### src/lrmt_pkg.sv
package lrmt_pkg;

  localparam int LEAVES = 1024;
  localparam int NODES  = 2 * LEAVES;
  localparam int IDX_W  = $clog2(LEAVES);
  localparam int NODE_W = $clog2(NODES);
  localparam int CNT_W  = IDX_W + 1;
  localparam int DATA_W = 32;
  localparam int LEVELS = IDX_W;
  localparam int DEP_W  = $clog2(LEVELS + 1);
  localparam int STK_W  = $clog2(LEVELS);

  localparam logic [DATA_W-1:0] EMPTY_MIN = 32'd1000000000;

  localparam logic [1:0] FUNC_WRITE = 2'd0;
  localparam logic [1:0] FUNC_ADD   = 2'd1;
  localparam logic [1:0] FUNC_QUERY = 2'd2;

  typedef struct packed {
    logic [DATA_W-1:0] mn;
    logic [DATA_W-1:0] pend;
  } entry_t;

  typedef struct packed {
    logic [1:0]        func;
    logic [IDX_W-1:0]  lo;
    logic [IDX_W-1:0]  hi;
    logic [DATA_W-1:0] val;
  } cmd_t;

  typedef struct packed {
    logic              we;
    logic [NODE_W-1:0] waddr;
    entry_t            wdata;
    logic [NODE_W-1:0] raddr;
  } mem_req_t;

  function automatic logic [DATA_W-1:0] smin(input logic [DATA_W-1:0] a,
                                             input logic [DATA_W-1:0] b);
    return ($signed(b) < $signed(a)) ? b : a;
  endfunction

endpackage

### src/lrmt_walk.sv
module lrmt_walk import lrmt_pkg::*; (
  input  logic              clk_i,
  input  logic              rst_ni,
  input  logic              clear_i,
  input  logic              start_i,
  input  cmd_t              cmd_i,
  input  logic [IDX_W-1:0]  last_i,
  input  logic              res_take_i,
  output logic              idle_o,
  output logic              res_valid_o,
  output logic [DATA_W-1:0] res_value_o,
  output mem_req_t          mem_o,
  input  entry_t            rdata_i
);

  localparam logic [3:0] ST_CLEAR = 4'd0;
  localparam logic [3:0] ST_IDLE  = 4'd1;
  localparam logic [3:0] ST_VISIT = 4'd2;
  localparam logic [3:0] ST_RDU   = 4'd3;
  localparam logic [3:0] ST_PC0   = 4'd4;
  localparam logic [3:0] ST_PC1   = 4'd5;
  localparam logic [3:0] ST_RET   = 4'd6;
  localparam logic [3:0] ST_PL0   = 4'd7;
  localparam logic [3:0] ST_PL1   = 4'd8;
  localparam logic [3:0] ST_PL2   = 4'd9;
  localparam logic [3:0] ST_DONE  = 4'd10;

  logic [3:0]        state_q, state_d;
  logic [NODE_W-1:0] u_q, u_d, clr_q, clr_d;
  logic [IDX_W-1:0]  l_q, l_d, r_q, r_d;
  logic [DEP_W-1:0]  d_q, d_d, dm1;
  cmd_t              cmd_q, cmd_d;
  logic [DATA_W-1:0] push_q, push_d, tmp_q, tmp_d, best_q, best_d;
  logic              found_q, found_d;
  logic [2*IDX_W-1:0] stk_q [LEVELS];
  logic              stk_we;

  logic [IDX_W:0]    sum;
  logic [IDX_W-1:0]  mid, par_l, par_r;
  logic [NODE_W-1:0] child_l, child_r;
  logic              leaf, covered, disjoint, go_right;

  assign sum      = {1'b0, l_q} + {1'b0, r_q};
  assign mid      = sum[IDX_W:1];
  assign leaf     = (l_q == r_q);
  assign covered  = (cmd_q.lo <= l_q) && (r_q <= cmd_q.hi);
  assign disjoint = (r_q < cmd_q.lo) || (l_q > cmd_q.hi);
  assign go_right = (cmd_q.func == FUNC_WRITE) && (cmd_q.lo > mid);
  assign child_l  = {u_q[NODE_W-2:0], 1'b0};
  assign child_r  = {u_q[NODE_W-2:0], 1'b1};
  assign dm1      = d_q - DEP_W'(1);
  assign {par_l, par_r} = stk_q[dm1[STK_W-1:0]];

  always_comb begin
    state_d = state_q;
    u_d     = u_q;
    l_d     = l_q;
    r_d     = r_q;
    d_d     = d_q;
    cmd_d   = cmd_q;
    push_d  = push_q;
    tmp_d   = tmp_q;
    best_d  = best_q;
    found_d = found_q;
    clr_d   = clr_q;
    stk_we  = 1'b0;
    mem_o   = '0;
    mem_o.raddr = u_q;
    mem_o.waddr = u_q;
    res_valid_o = 1'b0;

    unique case (state_q)
      ST_CLEAR: begin
        mem_o.we    = 1'b1;
        mem_o.waddr = clr_q;
        clr_d       = clr_q + NODE_W'(1);
        if (clr_q == NODE_W'(NODES - 1)) begin
          state_d = ST_IDLE;
        end
      end
      ST_IDLE: begin
        if (start_i) begin
          cmd_d   = cmd_i;
          u_d     = NODE_W'(1);
          l_d     = '0;
          r_d     = last_i;
          d_d     = '0;
          found_d = 1'b0;
          best_d  = EMPTY_MIN;
          if ((cmd_i.func == FUNC_WRITE && cmd_i.lo <= last_i) ||
              cmd_i.func == FUNC_ADD || cmd_i.func == FUNC_QUERY) begin
            state_d = ST_VISIT;
          end else begin
            state_d = ST_RET;
          end
        end
      end
      ST_VISIT: begin
        if (cmd_q.func == FUNC_WRITE && leaf) begin
          mem_o.we    = 1'b1;
          mem_o.wdata = '{mn: cmd_q.val, pend: '0};
          state_d     = ST_RET;
        end else if (cmd_q.func != FUNC_WRITE && disjoint) begin
          state_d = ST_RET;
        end else begin
          state_d = ST_RDU;
        end
      end
      ST_RDU: begin
        if (cmd_q.func != FUNC_WRITE && covered) begin
          if (cmd_q.func == FUNC_ADD) begin
            mem_o.we         = 1'b1;
            mem_o.wdata.mn   = rdata_i.mn + cmd_q.val;
            mem_o.wdata.pend = leaf ? rdata_i.pend : rdata_i.pend + cmd_q.val;
          end else begin
            best_d  = found_q ? smin(best_q, rdata_i.mn) : rdata_i.mn;
            found_d = 1'b1;
          end
          state_d = ST_RET;
        end else if (rdata_i.pend != '0) begin
          // owed add goes down to both children before the walk descends
          push_d      = rdata_i.pend;
          mem_o.we    = 1'b1;
          mem_o.wdata = '{mn: rdata_i.mn, pend: '0};
          mem_o.raddr = child_l;
          state_d     = ST_PC0;
        end else begin
          stk_we  = 1'b1;
          d_d     = d_q + DEP_W'(1);
          state_d = ST_VISIT;
          if (go_right) begin
            u_d = child_r;
            l_d = mid + IDX_W'(1);
          end else begin
            u_d = child_l;
            r_d = mid;
          end
        end
      end
      ST_PC0: begin
        mem_o.we    = 1'b1;
        mem_o.waddr = child_l;
        mem_o.wdata = '{mn: rdata_i.mn + push_q, pend: rdata_i.pend + push_q};
        mem_o.raddr = child_r;
        state_d     = ST_PC1;
      end
      ST_PC1: begin
        mem_o.we    = 1'b1;
        mem_o.waddr = child_r;
        mem_o.wdata = '{mn: rdata_i.mn + push_q, pend: rdata_i.pend + push_q};
        stk_we      = 1'b1;
        d_d         = d_q + DEP_W'(1);
        state_d     = ST_VISIT;
        if (go_right) begin
          u_d = child_r;
          l_d = mid + IDX_W'(1);
        end else begin
          u_d = child_l;
          r_d = mid;
        end
      end
      ST_RET: begin
        if (d_q == '0) begin
          state_d = ST_DONE;
        end else if (cmd_q.func != FUNC_WRITE && !u_q[0]) begin
          // left child finished: move over to its sibling
          u_d     = child_r >> 1 | u_q;
          u_d     = {u_q[NODE_W-1:1], 1'b1};
          l_d     = r_q + IDX_W'(1);
          r_d     = par_r;
          state_d = ST_VISIT;
        end else begin
          u_d     = u_q >> 1;
          l_d     = par_l;
          r_d     = par_r;
          d_d     = dm1;
          state_d = (cmd_q.func == FUNC_QUERY) ? ST_RET : ST_PL0;
        end
      end
      ST_PL0: begin
        mem_o.raddr = child_l;
        state_d     = ST_PL1;
      end
      ST_PL1: begin
        tmp_d       = rdata_i.mn;
        mem_o.raddr = child_r;
        state_d     = ST_PL2;
      end
      ST_PL2: begin
        mem_o.we    = 1'b1;
        mem_o.wdata = '{mn: smin(tmp_q, rdata_i.mn), pend: '0};
        state_d     = ST_RET;
      end
      ST_DONE: begin
        if (cmd_q.func != FUNC_QUERY) begin
          state_d = ST_IDLE;
        end else begin
          res_valid_o = 1'b1;
          if (res_take_i) begin
            state_d = ST_IDLE;
          end
        end
      end
      default: begin
        state_d = ST_IDLE;
      end
    endcase

    if (clear_i) begin
      state_d = ST_CLEAR;
      clr_d   = '0;
    end
  end

  assign idle_o      = (state_q == ST_IDLE);
  assign res_value_o = found_q ? best_q : EMPTY_MIN;

  always_ff @(posedge clk_i or negedge rst_ni) begin
    if (!rst_ni) begin
      state_q <= ST_CLEAR;
      clr_q   <= '0;
      d_q     <= '0;
      found_q <= 1'b0;
    end else begin
      state_q <= state_d;
      clr_q   <= clr_d;
      d_q     <= d_d;
      found_q <= found_d;
    end
  end

  always_ff @(posedge clk_i) begin
    u_q    <= u_d;
    l_q    <= l_d;
    r_q    <= r_d;
    cmd_q  <= cmd_d;
    push_q <= push_d;
    tmp_q  <= tmp_d;
    best_q <= best_d;
    if (stk_we) begin
      stk_q[d_q[STK_W-1:0]] <= {l_q, r_q};
    end
  end

endmodule

### config.mk
export PLATFORM = sky130hd
export DESIGN_NAME = lrmt_walk
export DESIGN_NICKNAME = d
export VERILOG_FILES = /design/src/lrmt_pkg.sv /design/src/lrmt_walk.sv
export SDC_FILE = /design/constraint.sdc
export NUM_CORES = 1
export LEC_CHECK = 0
export BUFFER_PORTS_ARGS = -buffer_cell sky130_fd_sc_hd__buf_2
export CAP_MARGIN = 0
export CORE_ASPECT_RATIO = 0.7
export CORE_MARGIN = 2
export CORE_UTILIZATION = 55
export DETAILED_ROUTE_END_ITERATION = 16
export GPL_TIMING_DRIVEN = 0
export PLACE_DENSITY = 0.78
export SYNTH_ARGS = -nofsm -noshare
export SYNTH_HDL_FRONTEND = slang
export SYNTH_SLANG_ARGS = --single-unit
### constraint.sdc
create_clock -name clk_i -period 6.2 [get_ports clk_i]
set_input_delay 0.62 -clock clk_i [delete_from_list [all_inputs] [get_ports clk_i]]
set_output_delay 0.62 -clock clk_i [all_outputs]
set_load 0.02 [all_outputs]
==> impl_table.tex <==
\begin{tabular}{lr}
\hline
Metric & Value \\
\hline
\multicolumn{2}{l}{\textbf{Yosys}} \\
Ys async rst share & 0.0499 \\
Count of flip-flops with a built-in enable after synthesis & 381 \\
Post-synth cell types & 87 \\
Average instance area after synthesis & 10.6 sq um \\
Most area-consuming cells after synthesis & sky130\_fd\_sc\_hd\_\_edfxtp\_1 42\%, sky130\_fd\_sc\_hd\_\_ha\_1 12\%, sky130\_fd\_sc\_hd\_\_a21oi\_1 3.4\% \\
Most used DFF post-synth & sky130\_fd\_sc\_hd\_\_edfxtp\_1 \\
Proportion of netlist area held by the largest area contributor & 0.415 \\
Most frequent cells after synthesis & 381 x sky130\_fd\_sc\_hd\_\_edfxtp\_1, 263 x sky130\_fd\_sc\_hd\_\_ha\_1, 189 x sky130\_fd\_sc\_hd\_\_a21oi\_1 \\
Synth area leader & sky130\_fd\_sc\_hd\_\_edfxtp\_1 \\
Synthesized net count & 2990 \\
Synthesized instance count & 2589 \\
Sequential-to-total area share from yosys stat & 0.433 \\
Number of register bits inferred by synthesis & 401 \\
Syn Std Cell Area & 27600 sq um \\
Leading cell type by number of instances after synthesis & sky130\_fd\_sc\_hd\_\_edfxtp\_1 \\
Yosys warning total & 0 \\
\multicolumn{2}{l}{\textbf{Final layout}} \\
Final Core Density & 0.636 \\
Layout Area Growth over Synthesis & 14.0\% \\
Design Area, Final & 31400 sq um \\
Nets & 3307 \\
Fraction of layout instances using a drive strength above 1 & 0.155 \\
\multicolumn{2}{l}{\textbf{Power}} \\
Clock power frac & 0.381 \\
Cell-internal power & 4.96 mW \\
Power after layout & 6.97 mW \\
Combinational group share of total power & 0.196 \\
Peak VDD IR & 0.202 mV \\
Sw frac & 0.289 \\
Net switching power & 2.01 mW \\
Power per Cell Area & 222 nW/um\^{}2 \\
Leakage dissipation & 12.9 nW \\
Flop pwr share & 0.423 \\
\multicolumn{2}{l}{\textbf{Clock network}} \\
TritonCTS clock tree & done \\
CTS root buffer & sky130\_fd\_sc\_hd\_\_clkbuf\_16 \\
Clock-pin slew on the worst setup and hold paths & 0.08 ns \\
Clock buffers created by TritonCTS & 41 \\
Number of H-tree branching levels & 2 \\
CTS sink cnt & 401 \\
Clock latency reported for the late side of the worst-skew pair & 0.62 ns \\
Maximum buffer depth of the clock tree & 3 \\
\multicolumn{2}{l}{\textbf{Placed design}} \\
Gpl congestion & 1.02 \\
DP Area & 30000 sq um \\
Buffers on Ports & 253 \\
Placed wire-length estimate & 76200 um \\
\multicolumn{2}{l}{\textbf{Status}} \\
Violations in the final reports & setup timing \\
Result of the run & finished with violations \\
\multicolumn{2}{l}{\textbf{Detailed routing}} \\
\# DRC & 0 \\
Met2 wire length & 37800 um \\
Antenna Violating Nets Remaining & 0 \\
Top routing layer used & met4 \\
Average vias per placed instance & 6.70 \\
Final Routed Wirelength & 97900 um \\
Met3 wirelength from detailed routing & 15500 um \\
Vias post-DR & 24200 \\
Routed wirelength normalized by instance count & 27.1 um \\
Length of routed wiring on met1 & 42100 um \\
Detailed Routing Iterations Pass 1 & 9 \\
Iter 0 DRT Violations & 3501 \\
\multicolumn{2}{l}{\textbf{STA}} \\
Smallest setup slack after layout & -0.105 ns \\
Count of pins over their slew limit & 0 \\
Crit share post-route & 1.02 \\
RSZ-0062 raised after global routing & false \\
Worst relative slew slack & 0.189 \\
Max frequency & 159 MHz \\
Min Tclk post-route & 6.31 ns \\
Transition time of the tightest slew-check pin & 1.21 ns \\
Worst Hold Slack & 0.170 ns \\
Final sum of negative setup slack & -0.105 ns \\
Number of failing hold endpoints at the final stage & 0 \\
Fin Clk Skew & 0.0424 ns \\
Final setup violation count & 1 \\
\multicolumn{2}{l}{\textbf{Die}} \\
DIE HEIGHT & 191 um \\
Die boundary width & 272 um \\
Number of core rows & 68 \\
Initial cell density of the core & 0.558 \\
Top-Level Pins & 254 \\
Core Footprint & 49400 sq um \\
Die area & 52000 sq um \\
\multicolumn{2}{l}{\textbf{Worst setup path}} \\
Critical Path AT & 5.69 ns \\
Capturing element type of the critical path & output pin \\
Required time at the endpoint of the critical path & 5.58 ns \\
Category of the most critical setup path & reg -> out \\
Largest fanout of any net on the critical path & 16 \\
Element type at the critical path start & flop \\
\multicolumn{2}{l}{\textbf{GRT}} \\
Largest net degree at the start of global routing & 33 \\
Number of global-route vias before repair & 22500 \\
Overflow left after global routing & 0 \\
First-pass GRT wire length & 142000 um \\
Number of antenna violations at the first check in global routing & 4 \\
Total GRT Usage & 0.368 \\
\multicolumn{2}{l}{\textbf{Hold path}} \\
Worst min path class & in -> reg \\
\multicolumn{2}{l}{\textbf{Job}} \\
Maximum capacitance violations & 0 \\
\hline
\end{tabular}
cell type report:
type	instances	area, sq um
Clock buffer	44	1040
Antenna cell	4	10.0
Sequential cell	401	11900
Buffer	104	427
Fill cell	3897	18000
Tap cell	665	832
Timing Repair Buffer	274	1550
Inverter	158	593
Multi-Input combinational cell	1926	14700
Clock inverter	30	385
per-stage QoR:
stage / worst slack, ns / cells
2_1_floorplan: 1.49 / 2589
3_3_place_gp: -0.893 / 3507
3_5_place_dp: 0.825 / 3527
4_1_cts: 0.288 / 3602
5_1_grt: 0.00601 / 3605
6_report: -0.105 / 3606
cells by family after synthesis:
family	synth area share
AND/OR/NAND/NOR	0.123
AO/OA/AOI/OAI	0.189
multiplexers	0.0520
flip-flops	0.433
adder cells (fa/ha/maj)	0.123
XOR/XNOR	0.0429
buffers and inverters	0.0369
layer usage:
metal	global-route usage	up-vias
li1	-	10600
met1	0.560	11700
met2	0.489	1736
met3	0.131	167
met4	0.0968	0
met5	0	-
power groups by stage:
| stage | Clock [mW] | Combinational [mW] | Sequential (mW) |
|---|---|---|---|
| after floorplan | 0 | 0.875 | 3.00 |
| after global placement | 0 | 1.26 | 3.01 |
| after detailed placement | 0 | 1.30 | 3.01 |
| after CTS | 2.67 | 1.32 | 2.95 |
| after global routing | 2.76 | 1.45 | 2.95 |
| final | 2.66 | 1.37 | 2.95 |
what timing repair did:
| item | CTS | global route |
|---|---|---|
| buffers inserted | 0 | 0 |
| endpoints found under the hold margin | 17 | 0 |
| setup endpoints to repair | 0 | 1 |
| hold buffers | 1 | 0 |
| resized for setup | 0 | 3 |
final timing paths:
| check | startpoint | cells past startpoint | slack, ns | end |
|---|---|---|---|---|
| min in group asynchronous | rst_ni | 2 | 0.55 | state_q[0]$_DFFE_PN0P_ |
| max in group asynchronous | rst_ni | 2 | 5.28 | state_q[1]$_DFFE_PN0P_ |
| worst max register to register | d_q[0]$_DFFE_PN0P_ | 13 | 0.61 | r_q[8]$_DFFE_PP_ |
| worst min-delay path | cmd_i[27] | 1 | 0.17 | cmd_q[27]$_DFFE_PP_ |
| worst min register to register | clr_q[8]$_DFFE_PN0P_ | 2 | 0.57 | clr_q[8]$_DFFE_PN0P_ |
| worst max-delay path | r_q[5]$_DFFE_PP_ | 10 | -0.11 | mem_o[30] |
layout by cell type, fill, tap and decap left out, types with 33 or more instances in the layout:
cell type,Yosys,layout
sky130_fd_sc_hd__a211oi_1,63,63
sky130_fd_sc_hd__a21o_1,101,101
sky130_fd_sc_hd__a21oi_1,189,188
sky130_fd_sc_hd__and2_1,51,51
sky130_fd_sc_hd__buf_2,9,262
sky130_fd_sc_hd__clkbuf_1,78,79
sky130_fd_sc_hd__clkbuf_16,0,41
sky130_fd_sc_hd__edfxtp_1,381,381
sky130_fd_sc_hd__ha_1,263,263
sky130_fd_sc_hd__inv_1,158,158
sky130_fd_sc_hd__mux2i_1,34,34
sky130_fd_sc_hd__mux4_2,40,40
sky130_fd_sc_hd__nand2_1,184,184
sky130_fd_sc_hd__nand2b_1,34,34
sky130_fd_sc_hd__nand3_1,55,55
sky130_fd_sc_hd__nand4_1,37,37
sky130_fd_sc_hd__nor2_1,131,126
sky130_fd_sc_hd__nor2b_1,47,47
sky130_fd_sc_hd__nor3_1,41,40
sky130_fd_sc_hd__o21ai_0,88,88
sky130_fd_sc_hd__o22ai_1,33,33
sky130_fd_sc_hd__xnor2_1,70,70
sky130_fd_sc_hd__xor2_1,65,65
worst max-delay path, cell delays in order (launching register included):
cell and delay (ns):
sky130_fd_sc_hd__edfxtp_1 0.95, sky130_fd_sc_hd__ha_1 0.38, sky130_fd_sc_hd__and4_1 0.23, sky130_fd_sc_hd__o21a_1 0.11, sky130_fd_sc_hd__o21a_1 0.17, sky130_fd_sc_hd__o31ai_2 0.72, sky130_fd_sc_hd__nand4_1 0.60, sky130_fd_sc_hd__buf_2 0.45
sky130_fd_sc_hd__buf_1 0.49, sky130_fd_sc_hd__o32ai_1 0.68, sky130_fd_sc_hd__buf_2 0.27
state kept, by name, indices dropped and copies added (netlist names):
register / count
state_q: 4
best_q: 32
u_q: 11
cmd_q: 54
r_q: 10
d_q: 4
stk_q: 200
l_q: 10
tmp_q: 32
push_q: 32
found_q: 1
clr_q: 11
Power figures use the tool's default switching activity.
